--- config.mk ---
export PLATFORM = sky130hd
export DESIGN_NAME = bamf_ram
export DESIGN_NICKNAME = d
export VERILOG_FILES = /design/src/design/bamf_ram.sv
export SDC_FILE = /design/constraint.sdc
export NUM_CORES = 1
export LEC_CHECK = 0
export BUFFER_PORTS_ARGS = -buffer_cell sky130_fd_sc_hd__buf_2
export CAP_MARGIN = 20
export CORE_MARGIN = 4
export CORE_UTILIZATION = 30
export CTS_CLUSTER_SIZE = 12
export DETAILED_ROUTE_END_ITERATION = 16
export PLACE_DENSITY = 0.58
export SYNTH_ARGS = -nofsm -noshare
export SYNTH_HDL_FRONTEND = slang
export SYNTH_SLANG_ARGS = --single-unit
--- constraint.sdc ---
create_clock -name clk -period 1.55 [get_ports clk]
set_input_delay 0.155 -clock clk [delete_from_list [all_inputs] [get_ports clk]]
set_output_delay 0.155 -clock clk [all_outputs]
set_load 0.02 [all_outputs]
--- src/design/bamf_ram.sv ---
// Generic single-port RAM with a registered read.
module bamf_ram #(
  parameter int unsigned WIDTH = 8,
  parameter int unsigned DEPTH = 16
) (
  input  logic                     clk,
  input  logic                     we,
  input  logic [$clog2(DEPTH)-1:0] addr,
  input  logic [WIDTH-1:0]         wdata,
  output logic [WIDTH-1:0]         rdata
);

  logic [WIDTH-1:0] mem [DEPTH];

  // Read-first port access: a write returns the old entry; read data is registered and lands in the next cycle.
  always_ff @(posedge clk) begin
    if (we) begin
      mem[addr] <= wdata;
    end
    rdata <= mem[addr];
  end

endmodule

### After elaboration in Yosys (flattened, before gate mapping)

Memory sizes are Yosys's and may differ from the RTL's. A register that Yosys moved wholly into a read port is not among the register bits.
Cells that the tools add are included.

* flip-flop bits (word level): 0
* memory bits (writable): 128
* input bits: 14
* output and inout bits: 8
* word-level logic and storage cells: 3
* memories: 1

Memory list
* mem: depth 16, bits a word 8, read ports 1, clocked after memory_dff 1, wr ports 1, RTL line 13 `logic [WIDTH-1:0] mem [DEPTH];`

* multiplexer cells: 2

Operator list (count)
* $mux 1: 2

### Logic depth before layout (Yosys ltp)

Gate-level depths: netlist (run 1).

* word-level depth: 2
* mapped depth: 5
* gate-level depth less buffers: 3

### Least setup slack after synthesis (run 1)

No wires, ideal clock.

* path kind: in2reg
* start point: in addr[2]
* end point: mem mem[0][0] (enable)
* setup time: 0.383 ns
* arrival time: 1.265 ns
* slack: -0.098 ns
* stages: 2
* buffers on the path: 0
* cell sequence: or3b_2 -> nor3_1

RTL lines
* start: declaration: RTL line 8 `input logic [$clog2(DEPTH)-1:0] addr,`
* end: declaration: RTL line 13

No word-level cell before the write port.

==> flow_metrics.tcl, run 1 <==
set metrics [dict create \
    fin_hold_ws_ns 0.113 \
    ctsResizeCount 0 \
    ys_types 18 \
    syn_inst 230 \
    syn_area_per_cell_um2 22.0 \
    cap_violations 0 \
    p_leak_nw 2.06 \
    critPathKind "reg2reg" \
    peakVddDrop_mv 0.859 \
    arrival_ns 1.67 \
    grt-ovfl-total 0 \
    status "completed" \
    end_kind "flop" \
    root_buffer "clkbuf_16" \
    globalplace.congestion 0.725 \
    clkLatencyLatePin_ns 0.43 \
    slowest_stage "mux4_2" \
    path_buf_inv 0 \
    max-clock-path-buffers 2 \
    drc_errors 0 \
    r2r_slack_ns 0.20 \
    fillers 1529 \
    routed_wl_mm 10.1 \
    holdPathEnd "mem[11][5]$_DFFE_PP_" \
    synth.area.top_cells "edfxtp_1 (76%), mux4_2 (14%), dfxtp_1 (3.2%)" \
    cts_buffers 17 \
    slowest_delay_ns 0.47 \
    grt_max_degree 18 \
    die_x_um 138 \
    hold_depth 1 \
    wl_per_cell_um 19.5 \
    port-buffer-count 21 \
    drive_above_1_share_pct 37.5 \
    seq_power_share_pct 49.2 \
    r2r_start "mem[3][0]$_DFFE_PP_" \
    drtIter0Drc 246 \
    core_um2 16600 \
    place_inst 489 \
    syn-num-nets 244 \
    setup_violations 0 \
    synth_top_cell_by_area "edfxtp_1" \
    min_path_type "in2reg" \
    instances_no_fill 521 \
    clock_sinks 136 \
    post_cts_buffers 0 \
    dr.pass1.iters 4 \
    cts_tree "yes" \
    final_cell_mix "edfxtp_1 (128), mux4_2 (32), buf_4 (26)" \
    fin_nets 302 \
    antenna_left 0 \
    finClkSkew_ns 0.00932 \
    final_common_cell "edfxtp_1" \
    critPathRequiredTime_ns 1.86 \
    die_area_um2 19000 \
    rsz0062_at_grt "false" \
    area_growth_pct 22.7 \
    finalCritPeriodShare_pct 87.3 \
    netlist_area_um2 5070 \
    start_util_pct 30.6 \
    num_rows 47 \
    vias_per_cell 4.66 \
    placed_area_um2 5650 \
    ys_seq_area_share_pct 79.0 \
    intPower_w 0.00671 \
    crit_path_start_kind "flop" \
    max_freq_ghz 0.739 \
    ys_ff_latch 136 \
    cp_max_fo 1 \
    sw_frac_of_total_pct 20.3 \
    slew_headroom_pct 51.3 \
    crit_family "multiplexers" \
    period_needed_ns 1.35 \
    antenna_cells 0 \
    antenna_found_initial 0 \
    path_clk_slew_ns 0.06 \
    hold_buffers 0 \
    die_h_um 138 \
    pin_count 22 \
    stdcell_area_um2 6220 \
    slew_viol_final 0 \
    power_density_nw_per_um2 1350 \
    combPwrFrac_pct 5.2 \
    r2r_cells 3 \
    grt_pass1_wl_mm 15.8 \
    power.share.clock_pct 45.7 \
    path_cells "mux4_2, a22oi_1, nand2_1" \
    vias 2429 \
    worstMarginPinSlew_ns 0.729 \
    hpwl_mm 6.91 \
    yosysWarnings 0 \
    grt_pass1_vias 2675 \
    r2r_end "rdata[0]$_DFF_P_" \
    grt.total_usage_pct 11.9 \
    power_switching_w 0.00171 \
    yosysTopAreaCellShare_pct 75.9 \
    hp-start "wdata[5]" \
    finalHoldViolations 0 \
    htree_levels 4 \
]
-- flip-flops by register name (all words and copies together), names as in the netlist --
register,count
mem,128
rdata,8
-- per-layer routing --
metal / vias up / wire (um) / GRT usage (%) / share of wire (%)
li1: 1077 / - / - / -
met4: 0 / 222 / 6.59 / 2.2
met5: - / 0 / 0 / 0
met2: 59 / 4780 / 18.0 / 47
met3: 18 / 544 / 3.37 / 5.4
met1: 1275 / 4590 / 15.6 / 45
-- worst register-to-register path: stages, from the launching register on --
cell and delay, ns:
edfxtp_1 0.36, mux4_2 0.47, a22oi_1 0.32, nand2_1 0.09
-- layout make-up --
cell class	instances	area [um^2]	share of cell area, %
Sequential cell	136	4000	64.4
Clock buffer	21	460	7.41
Timing Repair Buffer	50	360	5.80
Tap cell	220	275	4.43
Clock inverter	11	105	1.69
Multi-Input combinational cell	83	1010	16.3
-- how the worst max path moves through the flow --
stage / from / to / slack [ns] / cells after the start
after detailed placement: addr[0] / rdata[1]$_DFF_P_ / -0.04 / 6
after global placement: addr[0] / rdata[1]$_DFF_P_ / -0.06 / 6
after global routing: mem[3][0]$_DFFE_PP_ / rdata[0]$_DFF_P_ / 0.16 / 3
final: mem[3][0]$_DFFE_PP_ / rdata[0]$_DFF_P_ / 0.20 / 3
after CTS: mem[3][0]$_DFFE_PP_ / rdata[0]$_DFF_P_ / 0.21 / 3
after floorplan: addr[1] / mem[12][0]$_DFFE_PP_ / -0.04 / 3
-- power groups by stage --
stage	clock network, W	registers (W)	logic, W
4_1_cts	0.00391	0.00414	0.000444
6_report	0.00385	0.00414	0.000434
2_1_floorplan	0	0.00424	0.000213
5_1_grt	0.00408	0.00415	0.000472
3_3_place_gp	0	0.00422	0.000436
3_5_place_dp	0	0.00422	0.000444
-- metrics by stage --
stage	TNS (ns)	setup WS (ns)	power, W	util, %
after floorplan	-2.86	-0.0431	0.00445	-
after global routing	0	0.159	0.00869	37.5
after CTS	0	0.207	0.00850	37.5
after global placement	-0.103	-0.0569	0.00465	34.1
after detailed placement	-0.0750	-0.0414	0.00466	34.1
final	0	0.197	0.00842	37.5
-- kinds of logic (layout without fill, tap and decap cells) --
group                  Yosys count  after routing  share of synthesized area (%)
multiplexers                    32             32                           14.2
flip-flops                     136            136                           79.0
AND/OR/NAND/NOR                 35             35                           3.21
AO/OA/AOI/OAI                   16             16                           2.37
buffers and inverters           11             82                           1.19
-- synthesized netlist by cell type --
cell,instances
edfxtp_1,128
nor2b_1,2
nand2_1,9
buf_6,2
nor3_1,4
nand2b_1,2
dfxtp_1,8
clkbuf_1,2
a22oi_1,16
and2_1,1
buf_1,4
nor2_1,13
or3b_2,1
mux4_2,32
nand3_1,1
clkbuf_2,1
nand3b_1,2
buf_2,2
Power figures use the tool's default switching activity.
==> run 2: changes to the inputs <==
--- a/config.mk
+++ b/config.mk
@@ -5,6 +5,7 @@
 export SDC_FILE = /design/constraint.sdc
 export NUM_CORES = 1
 export LEC_CHECK = 0
+export ABC_AREA = 1
 export BUFFER_PORTS_ARGS = -buffer_cell sky130_fd_sc_hd__buf_2
 export CAP_MARGIN = 20
 export CORE_MARGIN = 4
==> run 2 against run 1 <==
Power grew 4.5%; global-route usage grew 1.5 points; worst setup slack gained 0.21 ns; sequential share of layout area shrank 4.7 points; worst hold slack gained 0.064 ns; clock skew shrank 0.0029 ns; critical path depth shrank 2; register-to-register slack gained 0.33 ns; clock-buffer cell count shrank 3; sequential cell count is the same; die area grew 9.8%.
==> flow_metrics.tcl, run 2 <==
set metrics [dict create \
    grt_max_degree 46 \
    yosysTopAreaCellShare_pct 68.7 \
    status "completed" \
    timing.final.ws_setup_ns 0.407 \
    dp_slack_ns 0.0931 \
    drc_errors 0 \
    r2r_slack_ns 0.53 \
    seqCellArea_um2 4000 \
    power.share.clock_pct 46.8 \
    cp_max_fo 1 \
    finalHoldViolations 0 \
    r2r_end "rdata[1]$_DFF_P_" \
    cts_tree "yes" \
    globalplace.congestion 0.851 \
    hold_buffers 0 \
    multi_input_area_um2 1390 \
    antenna_left 0 \
    drive_above_1_share_pct 13.0 \
    p_leak_nw 2.86 \
    htree_levels 4 \
    seq_power_share_pct 47.0 \
    synth_top_family_by_area "simple AND/OR/NAND/NOR gates" \
    ys_seq_area_share_pct 71.6 \
    critPathKind "reg2out" \
    clock_sinks 136 \
    ys_types 11 \
    stdcell_area_um2 6700 \
    regMostFlops "mem" \
    slowest_stage "dfxtp_1" \
    netlist_area_um2 5590 \
    dr.pass1.iters 5 \
    finalCritPeriodShare_pct 73.7 \
    core_um2 18100 \
    path_buf_inv 1 \
    cap_violations 0 \
    peakVddDrop_mv 0.772 \
    drtIter0Drc 331 \
    fillers 1804 \
    route.met3.wl_um 519 \
    period_needed_ns 1.14 \
    vias 3691 \
    slowest_delay_ns 0.38 \
    syn-num-nets 562 \
    synth_fa_ha_area_share_pct 0 \
    pin_count 22 \
    area_growth_pct 19.8 \
    num_rows 49 \
    min_path_type "in2reg" \
    antenna_found_initial 0 \
    placed_area_um2 6090 \
    instances_no_fill 837 \
    grt.total_usage_pct 13.4 \
    ctsResizeCount 0 \
    syn_inst 548 \
    worstMarginPinSlew_ns 0.431 \
    tns_ns 0 \
    fin_nets 609 \
    combPwrFrac_pct 6.2 \
    finClkSkew_ns 0.00645 \
    synth-simple-area-share_pct 24.8 \
    start_util_pct 30.8 \
    max-clock-path-buffers 2 \
    post_cts_buffers 0 \
    path_clk_slew_ns 0.06 \
    place_inst 805 \
    slew_viol_final 0 \
    synthFlopType "edfxtp_1" \
    hpwl_mm 8.61 \
    hold_depth 1 \
    holdPathEnd "mem[5][7]$_DFFE_PP_" \
    die_area_um2 20900 \
    routed.top_layer "met4" \
    met2_length_mm 6.31 \
    critPathRequiredTime_ns 1.39 \
    slew_headroom_pct 71.3 \
    port-buffer-count 21 \
    final_common_cell "nand2_1" \
    cp.depth 1 \
    routed_wl_mm 12.9 \
    synth_mux_area_share_pct 0 \
    power_density_nw_per_um2 1310 \
    vias_per_cell 4.41 \
    sw_frac_of_total_pct 21.2 \
    yosys.cell_count.top_type "nand2_1" \
    synth_top_cell_by_area "edfxtp_1" \
    synth-async-reset-ratio_pct 0 \
    crit_path_start_kind "flop" \
    wl_met1_mm 5.81 \
    end_kind "output port" \
    synth.top_cells.by_count "nand2_1 (346), edfxtp_1 (128), inv_1 (21)" \
    synth_compound_area_share_pct 0 \
    postLayoutCoreUtil_pct 36.9 \
    largest_register_ffs 128 \
    synthXorXnorAreaFrac_pct 0 \
    synth_edf_count 128 \
    grt_pass1_vias 3831 \
    synth.area.top_cells "edfxtp_1 (69%), nand2_1 (23%), dfxtp_1 (2.9%)" \
    crit_family "flip-flops" \
    arrival_ns 0.99 \
    hp-start "wdata[7]" \
    power_switching_w 0.00187 \
    grt-ovfl-total 0 \
    root_buffer "clkbuf_16" \
    clkLatencyLatePin_ns 0.42 \
    yosysWarnings 0 \
    wl_per_cell_um 15.4 \
    die_x_um 145 \
    cts_buffers 17 \
    max_freq_ghz 0.875 \
    die_h_um 145 \
    grt_pass1_wl_mm 20.7 \
    largestRegisters "mem (128), rdata (8)" \
    rsz0062_at_grt "false" \
    final_cell_mix "nand2_1 (346), edfxtp_1 (128), buf_4 (27)" \
    path_cells "buf_2" \
    ys_ff_latch 136 \
    r2r_start "mem[7][1]$_DFFE_PP_" \
    r2r_cells 8 \
    intPower_w 0.00693 \
    setup_violations 0 \
    syn_area_per_cell_um2 10.2 \
]
==> run 2: cell type report <==
type                    instances  area share [%]
repair buffers                 49            4.89
clock inverters                13            2.69
well taps                     229            4.27
inverters                      23            1.29
clock buffers                  18            6.40
diodes                          1          0.0373
multi-input cells             368            20.7
flip-flops and latches        136            59.7
==> run 2: power by group through the flow <==
stage               combinational [W]  clock (W)  sequential (W)
global route                 0.000611    0.00438         0.00415
floorplan                    0.000283          0         0.00424
detailed placement           0.000549          0         0.00422
global placement             0.000545          0         0.00421
CTS                          0.000552    0.00419         0.00414
finish                       0.000543    0.00412         0.00414
==> run 2: kinds of logic after synthesis <==
logic type,after synthesis
simple gates,368
buf+inv,44
flops,136
==> run 2: worst max path at each step <==
stage / from / to / slack, ns
2_1_floorplan: addr[1] / mem[3][0]$_DFFE_PP_ / 0.02
3_3_place_gp: addr[0] / mem[6][0]$_DFFE_PP_ / 0.13
3_5_place_dp: addr[0] / rdata[5]$_DFF_P_ / 0.09
4_1_cts: rdata[4]$_DFF_P_ / rdata[4] / 0.37
5_1_grt: rdata[4]$_DFF_P_ / rdata[4] / 0.38
6_report: rdata[4]$_DFF_P_ / rdata[4] / 0.41
==> run 2: through the flow <==
step	hold slack, ns	total power, W
after CTS	0.168	0.00889
after global routing	0.178	0.00914
after global placement	0.578	0.00476
after floorplan	0.254	0.00452
after detailed placement	0.576	0.00477
final	0.177	0.00880
==> run 2: per-layer routing <==
layer | vias up | global-route usage [%]
met4 | 0 | 5.45
li1 | 1849 | -
met1 | 1754 | 17.0
met3 | 14 | 3.70
met2 | 74 | 21.8
met5 | - | 0
==> run 3: changes to the inputs <==
--- a/config.mk
+++ b/config.mk
@@ -5,14 +5,14 @@
 export SDC_FILE = /design/constraint.sdc
 export NUM_CORES = 1
 export LEC_CHECK = 0
-export ABC_AREA = 1
+export ABC_AREA = 0
 export BUFFER_PORTS_ARGS = -buffer_cell sky130_fd_sc_hd__buf_2
 export CAP_MARGIN = 20
 export CORE_MARGIN = 4
 export CORE_UTILIZATION = 30
 export CTS_CLUSTER_SIZE = 12
 export DETAILED_ROUTE_END_ITERATION = 16
-export PLACE_DENSITY = 0.58
+export PLACE_DENSITY = 0.57
 export SYNTH_ARGS = -nofsm -noshare
 export SYNTH_HDL_FRONTEND = slang
 export SYNTH_SLANG_ARGS = --single-unit
==> constraint.sdc (replaced) <==
create_clock -name clk -period 1.1 [get_ports clk]
set_input_delay 0.11 -clock clk [delete_from_list [all_inputs] [get_ports clk]]
set_output_delay 0.11 -clock clk [all_outputs]
set_load 0.02 [all_outputs]
==> run 3 against run 2 <==
The flow now finishes with violations (setup timing); combinational power rose by 35%; sequential cell count did not move; cell count fell by 38%; largest cell class unchanged; worst setup slack got worse by 0.58 ns; clock skew fell by 0.0024 ns; clock power rose by 35%; worst hold slack got worse by 0.090 ns.
==> flow_metrics.tcl, run 3 (same netlist as run 1, synthesis figures left out) <==
set metrics [dict create \
    num_rows 47 \
    grt-ovfl-total 0 \
    drc_errors 0 \
    crit_path_start_kind "flop" \
    r2r_end "rdata[6]$_DFF_P_" \
    globalplace.congestion 0.763 \
    antenna_left 0 \
    area_growth_pct 29.9 \
    drive_above_1_share_pct 46.9 \
    drtIter0Drc 135 \
    end_kind "flop" \
    grt_pass1_wl_mm 16.0 \
    finalHoldViolations 0 \
    r2r_cells 3 \
    grt.total_usage_pct 12.0 \
    max-clock-path-buffers 2 \
    violations "setup timing" \
    hold_buffers 0 \
    antenna_cells 0 \
    antenna_found_initial 0 \
    hpwl_mm 7.06 \
    slew_viol_final 0 \
    final_common_cell "edfxtp_1" \
    slew_headroom_pct 44.4 \
    setup_violations 8 \
    crit_family "multiplexers" \
    wl_per_cell_um 19.4 \
    min_path_type "in2reg" \
    r2r_start "mem[3][6]$_DFFE_PP_" \
    intPower_w 0.00968 \
    worstMarginPinSlew_ns 0.833 \
    path_clk_slew_ns 0.06 \
    pin_count 22 \
    tns_ns -1.25 \
    cap_violations 0 \
    hp-start "wdata[0]" \
    clock_sinks 136 \
    grt_pass1_vias 2639 \
    slowest_delay_ns 0.49 \
    dr.pass1.iters 4 \
    regMostFlops "mem" \
    path_cells "mux4_2, a22oi_2, nand2_1" \
    core_um2 16600 \
    holdPathEnd "mem[0][0]$_DFFE_PP_" \
    start_util_pct 30.6 \
    final_cell_mix "edfxtp_1 (128), mux4_2 (32), buf_4 (21)" \
    finalCritPeriodShare_pct 115 \
    root_buffer "clkbuf_16" \
    die_h_um 138 \
    die_x_um 138 \
    clkLatencyLatePin_ns 0.41 \
    htree_levels 4 \
    arrival_ns 1.57 \
    combPwrFrac_pct 6.1 \
    fin_hold_ws_ns 0.0865 \
    port-buffer-count 21 \
    critPathRequiredTime_ns 1.40 \
    die_area_um2 19000 \
    critPathKind "reg2reg" \
    power.share.clock_pct 45.8 \
    timing.final.ws_setup_ns -0.170 \
    status "complete, but fails checks" \
    finClkSkew_ns 0.00410 \
    routed_wl_mm 10.2 \
    p_leak_nw 2.15 \
    r2r_slack_ns -0.17 \
    rsz0062_at_grt "true" \
    vias 2372 \
    sw_frac_of_total_pct 20.1 \
    dp_slack_ns -0.424 \
    slowest_stage "mux4_2" \
    hold_depth 1 \
    cp_max_fo 1 \
    power_switching_w 0.00244 \
    seq_power_share_pct 48.1 \
    grt_max_degree 22 \
    post_cts_buffers 0 \
    largestRegisters "mem (128), rdata (8)" \
    path_buf_inv 0 \
    cts_buffers 17 \
    power_density_nw_per_um2 1840 \
    largest_register_ffs 128 \
    postLayoutCoreUtil_pct 39.7 \
    peakVddDrop_mv 1.07 \
    period_needed_ns 1.27 \
    vias_per_cell 4.54 \
    cts_tree "yes" \
    fin_nets 305 \
    max_freq_ghz 0.788 \
]
-- run 3: power by group through the flow --
stage,Sequential (W),Clock (W),Combinational (W)
after detailed placement,0.00594,0,0.000720
final,0.00583,0.00555,0.000733
after global routing,0.00584,0.00589,0.000790
after CTS,0.00584,0.00567,0.000745
after global placement,0.00593,0,0.000709
after floorplan,0.00597,0,0.000369
-- run 3: routing by layer --
metal,share of wire (%),track usage [%],vias up
li1,-,-,1084
met1,45,15.2,1217
met2,49,18.8,56
met3,4.7,4.75,15
met4,1.4,3.84,0
met5,0,0,-
-- run 3: worst max path at each step --
stage / slack, ns / from / cells past startpoint / endpoint
6_report: -0.17 / mem[3][6]$_DFFE_PP_ / 3 / rdata[6]$_DFF_P_
5_1_grt: -0.26 / mem[7][2]$_DFFE_PP_ / 3 / rdata[2]$_DFF_P_
4_1_cts: -0.18 / mem[7][1]$_DFFE_PP_ / 3 / rdata[1]$_DFF_P_
3_5_place_dp: -0.42 / addr[0] / 5 / rdata[1]$_DFF_P_
3_3_place_gp: -0.42 / addr[0] / 5 / rdata[7]$_DFF_P_
2_1_floorplan: -0.14 / addr[2] / 2 / mem[0][0]$_DFFE_PP_
-- run 3: area by class of cell --
class,instances,area [um^2]
fill,1476,10000
sequential,136,4010
timing repair buffer,53,513
clock inverter,7,95.1
tap,220,275
multi-input combinational,83,1200
clock buffer,24,492
-- run 3: through the flow --
stage                     total power [W]  instances  area [um^2]
after floorplan                   0.00634        230         5270
after global placement            0.00664        492         5950
after detailed placement          0.00666        492         5950
after CTS                          0.0123        523         6580
after global routing               0.0125        523         6580
final                              0.0121        523         6580
-- run 3: repair_timing --
item,CTS,global route
cloned,0,0
pin swaps,11,2
endpoints found under the hold margin,0,0
endpoints found under the setup margin,9,9
resized for setup,10,1
